$ cat config.mk
export PLATFORM = sky130hd
export DESIGN_NAME = modbus_rtu_register_slave
export DESIGN_NICKNAME = d
export VERILOG_FILES = /design/src/design/mrs_pkg.sv /design/src/design/mrs_ram.sv /design/src/design/mrs_front.sv /design/src/design/mrs_back.sv /design/src/design/modbus_rtu_register_slave.sv
export SDC_FILE = /design/constraint.sdc
export NUM_CORES = 2
export LEC_CHECK = 0
export ABC_CLOCK_PERIOD_IN_PS = 10700
export BUFFER_PORTS_ARGS = -buffer_cell sky130_fd_sc_hd__buf_2
export CORE_MARGIN = 5
export CORE_UTILIZATION = 45
export DETAILED_ROUTE_END_ITERATION = 10
export GPL_TIMING_DRIVEN = 0
export SYNTH_ARGS = -nofsm -noshare
export SYNTH_HDL_FRONTEND = slang
export SYNTH_HIERARCHICAL = 1
export SYNTH_SLANG_ARGS = --single-unit
$ cat constraint.sdc
create_clock -name clk -period 10.7 [get_ports clk]
set_input_delay 0 -clock clk [delete_from_list [all_inputs] [get_ports clk]]
set_output_delay 0 -clock clk [all_outputs]
set_load 0.005 [all_outputs]
$ cat src/design/mrs_pkg.sv
`default_nettype none
package mrs_pkg;

    localparam int NUM_REGS_DEFAULT      = 50;
    localparam int BUF_BYTES_DEFAULT     = 64;
    localparam int MAX_READ_REGS_DEFAULT = 29;
    localparam int MAX_RESULTS           = 64;
    localparam int MIN_FRAME             = 8;

    localparam logic [15:0] CRC_POLY       = 16'hA001;
    localparam logic [15:0] CRC_INIT       = 16'hFFFF;
    localparam logic [7:0]  SLAVE_ADDR_RST = 8'd21;
    localparam logic [7:0]  GAP_LIMIT_RST  = 8'd5;
    localparam logic [15:0] REG0_RST       = 16'd22881;
    localparam logic [7:0]  FUNC_READ      = 8'h03;
    localparam logic [7:0]  FUNC_WRITE     = 8'h06;
    localparam logic [8:0]  SILENCE_MAX    = 9'd511;

    localparam logic [1:0] CMD_BYTE   = 2'd0;
    localparam logic [1:0] CMD_TICK   = 2'd1;
    localparam logic [1:0] CMD_LWRITE = 2'd2;

    localparam logic REG_SLAVE_ADDR = 1'b0;
    localparam logic REG_GAP_LIMIT  = 1'b1;

    typedef enum logic [1:0] {
        KIND_BYTE   = 2'd0,
        KIND_TICK   = 2'd1,
        KIND_LWRITE = 2'd2
    } item_kind_t;

    typedef struct packed {
        item_kind_t  kind;
        logic [7:0]  data;
        logic [5:0]  addr;
        logic [15:0] value;
    } mrs_item_t;

    function automatic logic [15:0] crc_feed(input logic [15:0] c, input logic [7:0] b);
        logic [15:0] r;
        r = c ^ {8'h00, b};
        for (int i = 0; i < 8; i++)
        begin
            r = r[0] ? ((r >> 1) ^ CRC_POLY) : (r >> 1);
        end
        return r;
    endfunction

endpackage
`default_nettype wire

$ cat src/design/mrs_ram.sv
`default_nettype none
module mrs_ram #(
    parameter int WIDTH = 8,
    parameter int DEPTH = 64
) (
    input  wire logic                                 clk,
    input  wire logic                                 we,
    input  wire logic [(DEPTH > 1 ? $clog2(DEPTH) : 1)-1:0] waddr,
    input  wire logic [WIDTH-1:0]                     wdata,
    input  wire logic [(DEPTH > 1 ? $clog2(DEPTH) : 1)-1:0] raddr,
    output logic      [WIDTH-1:0]                     rdata
);
    logic [WIDTH-1:0] mem [DEPTH];
    logic [WIDTH-1:0] rdata_reg;

    always_ff @(posedge clk)
    begin
        if (we)
        begin
            mem[waddr] <= wdata;
        end
        rdata_reg <= mem[raddr];
    end

    assign rdata = rdata_reg;
endmodule
`default_nettype wire

$ cat src/design/mrs_front.sv
`default_nettype none
module mrs_front (
    input  wire logic              clk,
    input  wire logic              rst_n,
    input  wire logic              in_valid,
    output logic                   in_ready,
    input  wire logic [1:0]        cmd,
    input  wire logic [7:0]        rx_byte,
    input  wire logic [5:0]        local_addr,
    input  wire logic [15:0]       local_value,
    input  wire logic              pop,
    output logic                   q_valid,
    output mrs_pkg::mrs_item_t     q_item
);
    import mrs_pkg::*;

    mrs_item_t  slot_reg [2];
    mrs_item_t  item;
    logic       wr_ptr_reg, wr_ptr_next;
    logic       rd_ptr_reg, rd_ptr_next;
    logic [1:0] count_reg, count_next;
    logic       keep;
    logic       push;

    // classify; unused code is taken and dropped
    always_comb
    begin
        item.kind  = KIND_BYTE;
        item.data  = rx_byte;
        item.addr  = local_addr;
        item.value = local_value;
        keep       = 1'b1;
        case (cmd)
            CMD_BYTE:   item.kind = KIND_BYTE;
            CMD_TICK:   item.kind = KIND_TICK;
            CMD_LWRITE: item.kind = KIND_LWRITE;
            default:    keep = 1'b0;
        endcase
    end

    assign in_ready = (count_reg != 2'd2);
    assign push     = in_valid && in_ready && keep;
    assign q_valid  = (count_reg != 2'd0);
    assign q_item   = slot_reg[rd_ptr_reg];

    always_comb
    begin
        wr_ptr_next = push ? ~wr_ptr_reg : wr_ptr_reg;
        rd_ptr_next = pop ? ~rd_ptr_reg : rd_ptr_reg;
        count_next  = count_reg + 2'(push) - 2'(pop);
    end

    always_ff @(posedge clk)
    begin
        if (push)
        begin
            slot_reg[wr_ptr_reg] <= item;
        end
    end

    always_ff @(posedge clk or negedge rst_n)
    begin
        if (!rst_n)
        begin
            wr_ptr_reg <= 1'b0;
            rd_ptr_reg <= 1'b0;
            count_reg  <= 2'd0;
        end
        else
        begin
            wr_ptr_reg <= wr_ptr_next;
            rd_ptr_reg <= rd_ptr_next;
            count_reg  <= count_next;
        end
    end
endmodule
`default_nettype wire

$ cat src/design/mrs_back.sv
`default_nettype none
module mrs_back #(
    parameter int NUM_REGS      = mrs_pkg::NUM_REGS_DEFAULT,
    parameter int BUF_BYTES     = mrs_pkg::BUF_BYTES_DEFAULT,
    parameter int MAX_READ_REGS = mrs_pkg::MAX_READ_REGS_DEFAULT
) (
    input  wire logic              clk,
    input  wire logic              rst_n,
    input  wire logic              q_valid,
    input  wire mrs_pkg::mrs_item_t q_item,
    output logic                   q_pop,
    input  wire logic              cfg_we,
    input  wire logic              cfg_index,
    input  wire logic [7:0]        cfg_data,
    output logic                   out_valid,
    input  wire logic              out_ready,
    output logic [7:0]             tx_byte,
    output logic                   last,
    output logic                   write_seen,
    output logic [5:0]             write_addr,
    output logic [15:0]            write_value
);
    import mrs_pkg::*;

    localparam int IDXW = (NUM_REGS > 1) ? $clog2(NUM_REGS) : 1;
    localparam int BW   = (BUF_BYTES > 1) ? $clog2(BUF_BYTES) : 1;
    localparam int LW   = $clog2(BUF_BYTES + 1);

    typedef enum logic [4:0] {
        S_IDLE     = 5'b00001,
        S_FETCH    = 5'b00010,
        S_REPLY    = 5'b00100,
        S_ECHO_RD  = 5'b01000,
        S_ECHO_OUT = 5'b10000
    } state_t;

    state_t         state_reg, state_next;
    logic [7:0]     slave_reg, slave_next;
    logic [7:0]     gap_reg, gap_next;
    logic [LW-1:0]  len_reg, len_next;
    logic [8:0]     sil_reg, sil_next;
    logic [15:0]    crc_reg, crc_next;
    logic [7:0]     last_b_reg, last_b_next;
    logic [7:0]     prev_b_reg, prev_b_next;
    logic [7:0]     hdr_reg [6];
    logic [7:0]     hdr_next [6];
    logic [NUM_REGS-1:0] vld_reg, vld_next;
    logic [7:0]     idx_reg, idx_next;
    logic [7:0]     cnt_reg, cnt_next;
    logic [7:0]     bc_reg, bc_next;
    logic [IDXW-1:0] ptr_reg, ptr_next;
    logic [15:0]    txcrc_reg, txcrc_next;
    logic           stored_reg, stored_next;
    logic [5:0]     wa_reg, wa_next;
    logic [15:0]    wv_reg, wv_next;
    logic           ovalid_reg, ovalid_next;
    logic [7:0]     otx_reg, otx_next;
    logic           olast_reg, olast_next;
    logic           ows_reg, ows_next;
    logic [5:0]     owa_reg, owa_next;
    logic [15:0]    owv_reg, owv_next;

    logic            fr_we;
    logic [BW-1:0]   fr_waddr;
    logic [7:0]      fr_q;
    logic            st_we;
    logic [IDXW-1:0] st_waddr;
    logic [15:0]     st_wdata;
    logic [15:0]     st_q;

    logic            take;
    logic            gap_hit;
    logic [LW-1:0]   base_len, new_len;
    logic [15:0]     base_crc, new_crc;
    logic            can_store;
    logic [7:0]      new_last, new_prev;
    logic            pass;
    logic [15:0]     f_addr, f_arg;
    logic            rd_ok, wr_ok, lw_ok;
    logic [15:0]     lw_wide;
    logic            emit_ok;
    logic [15:0]     reg_val;
    logic [7:0]      rb;
    logic            r_data, r_last;

    mrs_ram #(.WIDTH(8), .DEPTH(BUF_BYTES)) u_frame_ram (
        .clk   (clk),
        .we    (fr_we),
        .waddr (fr_waddr),
        .wdata (q_item.data),
        .raddr (idx_reg[BW-1:0]),
        .rdata (fr_q)
    );

    mrs_ram #(.WIDTH(16), .DEPTH(NUM_REGS)) u_store_ram (
        .clk   (clk),
        .we    (st_we),
        .waddr (st_waddr),
        .wdata (st_wdata),
        .raddr (ptr_reg),
        .rdata (st_q)
    );

    assign take    = (state_reg == S_IDLE) && q_valid;
    assign q_pop   = take;
    assign emit_ok = !ovalid_reg || out_ready;

    // byte path: gap restart, append, crc, frame check
    always_comb
    begin
        gap_hit   = sil_reg > {1'b0, gap_reg};
        base_len  = gap_hit ? '0 : len_reg;
        base_crc  = gap_hit ? CRC_INIT : crc_reg;
        can_store = base_len < LW'(BUF_BYTES);
        new_len   = can_store ? base_len + LW'(1) : base_len;
        new_crc   = (can_store && (new_len >= LW'(3))) ? crc_feed(base_crc, prev_b_reg)
                                                       : base_crc;
        new_last  = can_store ? q_item.data : last_b_reg;
        new_prev  = can_store ? last_b_reg : prev_b_reg;
        pass      = (9'(new_len) >= 9'(MIN_FRAME)) && (hdr_reg[0] == slave_reg)
                    && (new_crc == {new_last, new_prev});
        f_addr    = {hdr_reg[2], hdr_reg[3]};
        f_arg     = {hdr_reg[4], hdr_reg[5]};
        rd_ok     = (17'(f_addr) + 17'(f_arg) <= 17'(NUM_REGS))
                    && (f_arg <= 16'(MAX_READ_REGS))
                    && (18'd5 + {1'b0, f_arg, 1'b0} <= 18'(MAX_RESULTS));
        wr_ok     = 17'(f_addr) < 17'(NUM_REGS);
        lw_wide   = 16'(q_item.addr);
        lw_ok     = 17'(lw_wide) < 17'(NUM_REGS);
    end

    // reply byte selection
    always_comb
    begin
        reg_val = vld_reg[ptr_reg] ? st_q : ((ptr_reg == '0) ? REG0_RST : 16'h0000);
        r_data  = (idx_reg >= 8'd3) && (idx_reg < cnt_reg);
        r_last  = idx_reg == (cnt_reg + 8'd1);
        if (idx_reg == 8'd0)
        begin
            rb = slave_reg;
        end
        else if (idx_reg == 8'd1)
        begin
            rb = FUNC_READ;
        end
        else if (idx_reg == 8'd2)
        begin
            rb = bc_reg;
        end
        else if (r_data)
        begin
            rb = idx_reg[0] ? reg_val[15:8] : reg_val[7:0];
        end
        else if (idx_reg == cnt_reg)
        begin
            rb = txcrc_reg[7:0];
        end
        else
        begin
            rb = txcrc_reg[15:8];
        end
    end

    always_comb
    begin
        state_next  = state_reg;
        slave_next  = slave_reg;
        gap_next    = gap_reg;
        len_next    = len_reg;
        sil_next    = sil_reg;
        crc_next    = crc_reg;
        last_b_next = last_b_reg;
        prev_b_next = prev_b_reg;
        hdr_next    = hdr_reg;
        vld_next    = vld_reg;
        idx_next    = idx_reg;
        cnt_next    = cnt_reg;
        bc_next     = bc_reg;
        ptr_next    = ptr_reg;
        txcrc_next  = txcrc_reg;
        stored_next = stored_reg;
        wa_next     = wa_reg;
        wv_next     = wv_reg;
        ovalid_next = ovalid_reg && !out_ready;
        otx_next    = otx_reg;
        olast_next  = olast_reg;
        ows_next    = ows_reg;
        owa_next    = owa_reg;
        owv_next    = owv_reg;
        fr_we       = 1'b0;
        fr_waddr    = base_len[BW-1:0];
        st_we       = 1'b0;
        st_waddr    = lw_wide[IDXW-1:0];
        st_wdata    = q_item.value;

        if (cfg_we)
        begin
            case (cfg_index)
                REG_SLAVE_ADDR: slave_next = cfg_data;
                REG_GAP_LIMIT:  gap_next = cfg_data;
                default:        slave_next = slave_reg;
            endcase
        end

        case (state_reg)
            S_IDLE:
            begin
                if (take)
                begin
                    case (q_item.kind)
                        KIND_TICK:
                        begin
                            if (sil_reg < SILENCE_MAX)
                            begin
                                sil_next = sil_reg + 9'd1;
                            end
                        end
                        KIND_LWRITE:
                        begin
                            if (lw_ok)
                            begin
                                st_we    = 1'b1;
                                vld_next[st_waddr] = 1'b1;
                            end
                        end
                        default:
                        begin
                            sil_next    = '0;
                            fr_we       = can_store;
                            len_next    = new_len;
                            crc_next    = new_crc;
                            last_b_next = new_last;
                            prev_b_next = new_prev;
                            if (can_store && (base_len < LW'(6)))
                            begin
                                hdr_next[base_len[2:0]] = q_item.data;
                            end
                            if (pass)
                            begin
                                len_next = '0;
                                crc_next = CRC_INIT;
                                idx_next = 8'd0;
                                if ((hdr_reg[1] == FUNC_READ) && rd_ok)
                                begin
                                    cnt_next   = 8'd3 + {f_arg[6:0], 1'b0};
                                    bc_next    = {f_arg[6:0], 1'b0};
                                    ptr_next   = f_addr[IDXW-1:0];
                                    txcrc_next = CRC_INIT;
                                    state_next = S_REPLY;
                                end
                                else if (hdr_reg[1] == FUNC_WRITE)
                                begin
                                    cnt_next    = (9'(new_len) > 9'(MAX_RESULTS))
                                                  ? 8'(MAX_RESULTS) : 8'(new_len);
                                    stored_next = wr_ok;
                                    wa_next     = f_addr[5:0];
                                    wv_next     = f_arg;
                                    if (wr_ok)
                                    begin
                                        st_we    = 1'b1;
                                        st_waddr = f_addr[IDXW-1:0];
                                        st_wdata = f_arg;
                                        vld_next[f_addr[IDXW-1:0]] = 1'b1;
                                    end
                                    state_next = S_ECHO_RD;
                                end
                            end
                        end
                    endcase
                end
            end
            S_FETCH:
            begin
                state_next = S_REPLY;
            end
            S_REPLY:
            begin
                if (emit_ok)
                begin
                    ovalid_next = 1'b1;
                    otx_next    = rb;
                    olast_next  = r_last;
                    ows_next    = 1'b0;
                    owa_next    = '0;
                    owv_next    = '0;
                    idx_next    = idx_reg + 8'd1;
                    if (idx_reg < cnt_reg)
                    begin
                        txcrc_next = crc_feed(txcrc_reg, rb);
                    end
                    if (r_data && !idx_reg[0])
                    begin
                        ptr_next = ptr_reg + IDXW'(1);
                        if ((idx_reg + 8'd1) < cnt_reg)
                        begin
                            state_next = S_FETCH;
                        end
                    end
                    if (r_last)
                    begin
                        state_next = S_IDLE;
                    end
                end
            end
            S_ECHO_RD:
            begin
                state_next = S_ECHO_OUT;
            end
            S_ECHO_OUT:
            begin
                if (emit_ok)
                begin
                    ovalid_next = 1'b1;
                    otx_next    = fr_q;
                    olast_next  = (idx_reg + 8'd1) == cnt_reg;
                    ows_next    = stored_reg && (idx_reg == 8'd0);
                    owa_next    = (stored_reg && (idx_reg == 8'd0)) ? wa_reg : 6'd0;
                    owv_next    = (stored_reg && (idx_reg == 8'd0)) ? wv_reg : 16'd0;
                    idx_next    = idx_reg + 8'd1;
                    state_next  = ((idx_reg + 8'd1) == cnt_reg) ? S_IDLE : S_ECHO_RD;
                end
            end
            default:
            begin
                state_next = S_IDLE;
            end
        endcase
    end

    always_ff @(posedge clk)
    begin
        last_b_reg <= last_b_next;
        prev_b_reg <= prev_b_next;
        hdr_reg    <= hdr_next;
        idx_reg    <= idx_next;
        cnt_reg    <= cnt_next;
        bc_reg     <= bc_next;
        ptr_reg    <= ptr_next;
        txcrc_reg  <= txcrc_next;
        stored_reg <= stored_next;
        wa_reg     <= wa_next;
        wv_reg     <= wv_next;
        otx_reg    <= otx_next;
        olast_reg  <= olast_next;
        ows_reg    <= ows_next;
        owa_reg    <= owa_next;
        owv_reg    <= owv_next;
    end

    always_ff @(posedge clk or negedge rst_n)
    begin
        if (!rst_n)
        begin
            state_reg  <= S_IDLE;
            slave_reg  <= SLAVE_ADDR_RST;
            gap_reg    <= GAP_LIMIT_RST;
            len_reg    <= '0;
            sil_reg    <= '0;
            crc_reg    <= CRC_INIT;
            vld_reg    <= '0;
            ovalid_reg <= 1'b0;
        end
        else
        begin
            state_reg  <= state_next;
            slave_reg  <= slave_next;
            gap_reg    <= gap_next;
            len_reg    <= len_next;
            sil_reg    <= sil_next;
            crc_reg    <= crc_next;
            vld_reg    <= vld_next;
            ovalid_reg <= ovalid_next;
        end
    end

    assign out_valid   = ovalid_reg;
    assign tx_byte     = otx_reg;
    assign last        = olast_reg;
    assign write_seen  = ows_reg;
    assign write_addr  = owa_reg;
    assign write_value = owv_reg;
endmodule
`default_nettype wire

$ cat src/design/modbus_rtu_register_slave.sv
// channel   | handshake                    | payload
// ----------+------------------------------+-----------------------------------------
// in        | in_valid / in_ready          | cmd, rx_byte, local_addr, local_value
// out       | out_valid / out_ready        | tx_byte, last, write_seen, write_addr,
//           |                              | write_value
// cfg       | cfg_we (no wait)             | cfg_index, cfg_data
//
// the frame engine handles a tick, a local write or a byte that does not complete
// a frame without leaving its idle state; a two-entry queue in front takes words
// while it works; a read reply passes through a fetch state between registers for
// the registered store read, and an echo alternates a read state and an output
// state for each byte, set by the registered read of the frame buffer
// reset clears control state only; the frame buffer needs no clearing and the
// register store answers reset values through per-entry valid bits
// a stalled output word holds the engine, the queue keeps taking input until full
`default_nettype none
module modbus_rtu_register_slave #(
    parameter int NUM_REGS      = mrs_pkg::NUM_REGS_DEFAULT,
    parameter int BUF_BYTES     = mrs_pkg::BUF_BYTES_DEFAULT,
    parameter int MAX_READ_REGS = mrs_pkg::MAX_READ_REGS_DEFAULT
) (
    input  wire logic        clk,
    input  wire logic        rst_n,
    input  wire logic        in_valid,
    output logic             in_ready,
    input  wire logic [1:0]  cmd,
    input  wire logic [7:0]  rx_byte,
    input  wire logic [5:0]  local_addr,
    input  wire logic [15:0] local_value,
    output logic             out_valid,
    input  wire logic        out_ready,
    output logic [7:0]       tx_byte,
    output logic             last,
    output logic             write_seen,
    output logic [5:0]       write_addr,
    output logic [15:0]      write_value,
    input  wire logic        cfg_we,
    input  wire logic        cfg_index,
    input  wire logic [7:0]  cfg_data
);
    import mrs_pkg::*;

    // queue between classification and the frame engine
    logic      q_valid;
    logic      q_pop;
    mrs_item_t q_item;

    // front: takes words, drops the unused command code, queues the rest
    mrs_front u_front (
        .clk         (clk),
        .rst_n       (rst_n),
        .in_valid    (in_valid),
        .in_ready    (in_ready),
        .cmd         (cmd),
        .rx_byte     (rx_byte),
        .local_addr  (local_addr),
        .local_value (local_value),
        .pop         (q_pop),
        .q_valid     (q_valid),
        .q_item      (q_item)
    );

    // back: frame assembly, crc check, register store, reply and echo streaming
    mrs_back #(
        .NUM_REGS      (NUM_REGS),
        .BUF_BYTES     (BUF_BYTES),
        .MAX_READ_REGS (MAX_READ_REGS)
    ) u_back (
        .clk         (clk),
        .rst_n       (rst_n),
        .q_valid     (q_valid),
        .q_item      (q_item),
        .q_pop       (q_pop),
        .cfg_we      (cfg_we),
        .cfg_index   (cfg_index),
        .cfg_data    (cfg_data),
        .out_valid   (out_valid),
        .out_ready   (out_ready),
        .tx_byte     (tx_byte),
        .last        (last),
        .write_seen  (write_seen),
        .write_addr  (write_addr),
        .write_value (write_value)
    );
endmodule
`default_nettype wire

After elaboration in Yosys (flattened, before gate mapping):

Memories as Yosys holds them, arrays and structs flattened. A register that Yosys moved wholly into a read port is not among the register bits.
Cells that the tools add are included.

* register bits after elaboration: 272
* RAM bits: 1376
* output and inout bits: 34
* logic and storage cells: 313
* memories: 3

Memory list
* u_back.u_store_ram.mem: depth 50, width 16, rd ports 1, clocked after memory_dff 1, write ports 1, line mrs_ram.sv:13 `logic [WIDTH-1:0] mem [DEPTH];`
* u_back.u_frame_ram.mem: depth 64, width 8, rd ports 1, clocked after memory_dff 1, write ports 1, line mrs_ram.sv:13
* u_front.slot_reg: depth 2, width 32, rd ports 1, clocked after memory_dff 0, write ports 1, line mrs_front.sv:17 `mrs_item_t slot_reg [2];`

* $add $sub $neg: 10
* order comparisons: 22
* eq/ne operators: 34
* mux-type cells: 135
* bitwise operators: 28
* reduce and logical (&&, ||, !) cells: 49

Operators with widths (count)
* two-way mux 16 bit: 36
* two-way mux 50 bit: 5
* two-way mux 8 bit: 17
* OR 50 bit: 2
* case mux 50 bit (2 select lines): 1
* two-way mux 6 bit: 16
* case mux 16 bit (2 select lines): 2
* two-way mux 5 bit: 10
* bitwise mux 48 bit: 1
* inverter 2 -> 3 bit: 16
* == test 8 bit: 4
* case mux 8 bit (2 select lines): 2
* XOR 16 x 8 -> 16 bit: 2
* two-way mux 7 bit: 4
* two-way mux 1 bit: 26
* case mux 5 bit (5 select lines): 1
* demux 8 bit (select 3 bit): 1
* case mux 6 bit (2 select lines): 2
* < comparator 6 x 7 -> 1 bit (second input constant): 3
* adder 3 x 17 -> 18 bit (first input constant): 1
* less-or-equal comparator 18 x 7 -> 1 bit (second input constant): 1
* case mux 9 bit (2 select lines): 1
* adder 16 x 16 -> 17 bit: 1
* less-or-equal comparator 17 x 6 -> 1 bit (second input constant): 1
* other kinds (62): 122

Logic depth before layout (Yosys ltp):

* depth after elaboration: 28
* mapped depth: 32

Cells and area by module:

The synthesis kept the hierarchy.

By module, submodules not included
* mrs_ram (u_back.u_store_ram): instances 1, cells each 1650, area an instance 31695.4 um^2
* mrs_ram (u_back.u_frame_ram): instances 1, cells each 972, area an instance 20190.6 um^2
* mrs_back: instances 1, cells each 1509, area an instance 15894.0 um^2
* mrs_front: instances 1, cells each 121, area an instance 2673.8 um^2

Worst setup path before layout:

No wires, ideal clock.

* path type: reg-to-reg
* from: reg u_back.sil_reg[6]
* to: mem u_back.u_store_ram.mem[32][0] (enable)
* arrival time: 7.851 ns
* data required time: 10.291 ns
* setup slack: 2.440 ns
* cell stages (with the launch flop): 30
* path buffers: 7
* clock period less this slack: 8.260 ns
* path through: dfrtp_1 -> ha_1 -> a21o_1 -> a211oi_1 -> nand3_1 -> clkbuf_1 -> nand2_1 -> clkbuf_1 -> clkbuf_1 -> buf_1 -> nand2_1 -> inv_1 -> ha_1 -> buf_2 -> nand3_1 -> or4_1 -> a21boi_1 -> a2111oi_4 -> o311ai_1 -> and2_1 -> or3_1 -> a2111oi_0 -> and4b_1 -> buf_4 -> nand4_4 -> buf_6 -> mux2_4 -> nor4bb_1 -> nand2b_1 -> nor3_1

* elaborated cells between the ends (all ways): 42
* classes of those cells: add/sub (1); order compare (4); eq/ne (1); mux (24); bitwise (9); reduce/logical (3)

RTL lines
* start: declaration: line mrs_back.sv:41 `logic [8:0] sil_reg, sil_next;`
* start signal: assignment: line mrs_back.sv:369 `sil_reg <= sil_next;`
* greater-than comparator 9 x 8 -> 1 bit (*): line mrs_back.sv:111 `gap_hit = sil_reg > {1'b0, gap_reg};`
* two-way mux 7 bit (*): line mrs_back.sv:112 `base_len = gap_hit ? '0 : len_reg;`
* via u_back.base_len[1]: line mrs_back.sv:73 `logic [LW-1:0] base_len, new_len;`
* adder 7 x 1 -> 7 bit or < comparator 7 bit (tied branches): line mrs_back.sv:115, mrs_back.sv:114
* two-way mux 7 bit: line mrs_back.sv:115 `new_len = can_store ? base_len + LW'(1) : base_len;`
* >= comparator 7 x 2 -> 1 bit: line mrs_back.sv:116 `new_crc = (can_store && (new_len >= LW'(3))) ? crc_feed(base_crc, prev_b_reg)`
* logical AND 1 bit: line mrs_back.sv:116
* two-way mux 16 bit: line mrs_back.sv:116
* == test 16 bit: line mrs_back.sv:121 `&& (new_crc == {new_last, new_prev});`
* logical AND 1 bit (*): line mrs_back.sv:121
* two-way mux 6 bit (*): line mrs_back.sv:238 `if (pass)`
* two-way mux 6 bit (*): line mrs_back.sv:210 `case (q_item.kind)`
* two-way mux 6 bit (*): line mrs_back.sv:208 `if (take)`
* two-way mux 6 bit (*): line mrs_back.sv:205 `case (state_reg)`
* via u_back.st_waddr[4]: line mrs_back.sv:67 `logic [IDXW-1:0] st_waddr;`
* end: declaration: line mrs_ram.sv:13

The timed path passes the listed nets; every way through them passes the cells marked *.

Worst setup path in the final report:

* from: reg u_back.sil_reg[6]
* to: mem u_back.u_store_ram.mem[47][7] (enable)

Same word-level chain as after synthesis.

==> flow_summary.json <==
{
  "outcome": "completed",
  "post_synth_instance_area_mm2": 0.0705,
  "dr.first_iter.drc_count": 4586,
  "finalCritPeriodShare_pct": 95.6,
  "viasPerCell": 6.00,
  "layout_setup_ws_ns": 0.471,
  "core_mm2": 0.156,
  "leakagePower_nw": 28.2,
  "wl_per_cell_um": 28.6,
  "largest_reg_flops": 800,
  "crit_buf_inv": 11,
  "synth_cell_types": 96,
  "areaGrowthSynthToFinish_pct": 15.2,
  "cts_buffers": 172,
  "critPathCaptureType": "register",
  "drtAntennaViolNets": 0,
  "crit_family": "buffers and inverters",
  "grt_pass1_wl_um": 285000,
  "pre_cts_slack_ns": -0.119,
  "crit_required_ns": 11.17,
  "dp_hpwl_um": 132000,
  "finClkSkew_ns": 0.0341,
  "first_pass_iters": 5,
  "clk_pin_slew_ns": 0.06,
  "cp_data_arrival_time_ns": 10.70,
  "die_y_um": 406,
  "gp_congestion": 0.941,
  "synth-async-reset-ratio_pct": 6.46,
  "worst_slew_pin_slew_ns": 1.31,
  "initial_utilization_pct": 45.2,
  "synthCells": 4252,
  "seq_area_frac_synth_pct": 70.2,
  "cts-root-buf": "clkbuf_16",
  "layout-drive-gt1-share_pct": 18.9,
  "track_usage_pct": 23.8,
  "layout_commonest_cell": "edfxtp_1",
  "synthFlopType": "edfxtp_1",
  "fin_util_pct": 52.0,
  "ys_ff_latch": 1672,
  "crit_path_max_fanout": 13,
  "slowest_stage": "or4_1",
  "fin_crit_ns": 10.23,
  "worst-setup-path-type": "register to register",
  "relSlewSlack_pct": 11.7,
  "cts.path.max_buffers": 3,
  "vias": 41200,
  "critPathLaunchType": "register",
  "io_pins": 80,
  "min_path_type": "input pin to register",
  "finalMaxSlewViolations": 0,
  "h-tree-depth": 4,
  "insertion_delay_ns": 0.79,
  "crit_top_cell": "clkbuf_1",
  "cts_tree": "done",
  "fp-row-count": 145,
  "overflow": 0,
  "hold_violations": 0,
  "die_x_um": 406,
  "grt_pass1_vias": 40700,
  "cts_sinks": 1672,
  "grt_antenna_before_repair": 18,
  "cap_violations": 0,
  "drc_errors": 0,
  "layout_common_cells": "1540 x edfxtp_1, 356 x mux2i_1, 202 x nand2_1",
  "ir_drop_uv": 310,
  "die-area_mm2": 0.165,
  "max_freq_mhz": 97.8,
  "nets": 4753,
  "ys_warn_count": 6,
  "cp_slowest_stage_delay_ns": 0.53,
  "syn-num-nets": 4354,
  "io_buffer_count": 79,
  "synth_edf_count": 1540,
  "synth_area_per_cell_um2": 16.6,
  "rsz0062_at_grt": "no",
  "wirelength_um": 196000,
  "grt_max_degree": 78,
  "setup_viol": 0,
  "powerDensity_mw_per_mm2": 213,
  "totalNegativeSetupSlack_ns": 0
}
report_power, final:
group	internal (W)	leakage, nW	switching, W	total [W]
logic	0.000999	10.1	0.00217	0.00317
registers	0.00806	15.4	0.000173	0.00823
clock network	0.00338	2.72	0.00249	0.00588
metrics by stage:
step           power (W)  std cells  hold WS, ns  instance area (um2)
3_3_place_gp      0.0114       6389        0.189                73400
2_1_floorplan     0.0103       4252       -0.296                70500
5_1_grt           0.0179       6852       0.0632                81100
4_1_cts           0.0174       6851       0.0345                81100
3_5_place_dp      0.0115       6445     -0.00812                74600
6_report          0.0173       6855       0.0934                81100
cells by family (layout without fill, tap and decap cells):
| family | Yosys count | count (layout) | synth area share [%] |
|---|---|---|---|
| DFF | 1672 | 1672 | 70.2 |
| and+or+nand+nor | 830 | 830 | 5.81 |
| AOI/OAI and AO/OA | 648 | 648 | 6.50 |
| muxes | 638 | 638 | 12.7 |
| buffers and inverters | 297 | 839 | 2.28 |
| xor gates and xnor gates | 110 | 110 | 1.47 |
| adders and majority gates | 56 | 56 | 1.01 |
| other | 1 | 4 | 0.00532 |
worst paths after layout:
kind                                    start                             to  slack (ns)  cells past startpoint
max reg2reg                 u_back/sil_reg[6]  u_back/u_store_ram/mem[47][7]        0.47                     31
min in group asynchronous               rst_n             u_back/crc_reg[15]        0.44                      3
min                                    cmd[0]        u_front/slot_reg[1][31]        0.09                      3
min reg2reg                u_back/vld_reg[35]             u_back/vld_reg[35]        0.45                      1
max in group asynchronous               rst_n            u_back/state_reg[0]        9.86                      4
max                         u_back/sil_reg[6]  u_back/u_store_ram/mem[47][7]        0.47                     31
layer usage:
layer	global-route usage, %	part of all wire (%)	vias up
met5	0	0.018	-
met4	8.18	3.7	6
met3	4.09	7.6	401
met2	38.6	48	1818
met1	33.0	41	21300
li1	-	-	17600
cells in the mapped netlist, types with 26 or more instances:
cell | n | area [um2]
a211oi_1 | 26 | 195
a21o_1 | 60 | 450
a21oi_1 | 69 | 345
a22o_1 | 45 | 394
a22oi_1 | 109 | 818
a31oi_1 | 41 | 257
and2_1 | 36 | 225
buf_2 | 48 | 240
buf_4 | 40 | 300
clkbuf_1 | 101 | 379
dfrtp_1 | 86 | 2150
edfxtp_1 | 1540 | 46200
ha_1 | 55 | 688
inv_1 | 66 | 248
mux2_2 | 52 | 586
mux2_4 | 47 | 706
mux2i_1 | 356 | 3560
mux4_2 | 183 | 4120
nand2_1 | 202 | 758
nand2b_1 | 30 | 188
nand3_1 | 83 | 415
nor2_1 | 228 | 856
nor2b_1 | 40 | 250
nor3_1 | 52 | 260
o21ai_0 | 103 | 515
o22ai_1 | 50 | 313
xnor2_1 | 70 | 613
xor2_1 | 35 | 307
cell type report:
class | instances | area [um2]
fill | 12700 | 74900
sequential | 1672 | 49500
multi-input combinational | 2283 | 19600
clock buffer | 219 | 4670
tap | 2058 | 2570
timing repair buffer | 225 | 2280
buffer | 228 | 1360
clock inverter | 98 | 895
inverter | 69 | 259
antenna | 3 | 7.51
worst register-to-register path: cells and delay by family, from the launching register on:
| family | cells | cell delay (ns) |
|---|---|---|
| buffers and inverters | 11 | 3.40 |
| AO/OA/AOI/OAI | 8 | 2.23 |
| flip-flops | 1 | 0.42 |
| AND/OR/NAND/NOR | 9 | 2.84 |
| multiplexers | 1 | 0.48 |
| adder cells (fa/ha/maj) | 2 | 0.50 |
timing repair:
item | 4_1_cts | 5_1_grt
setup endpoints to repair | 29 | 653
buffers inserted | 0 | 1
pin swaps | 0 | 1
gates resized for setup | 3 | 17
hold buffers | 89 | 0
hold endpoints to repair | 223 | 0
No activity file was read; power rests on OpenSTA's default activity.
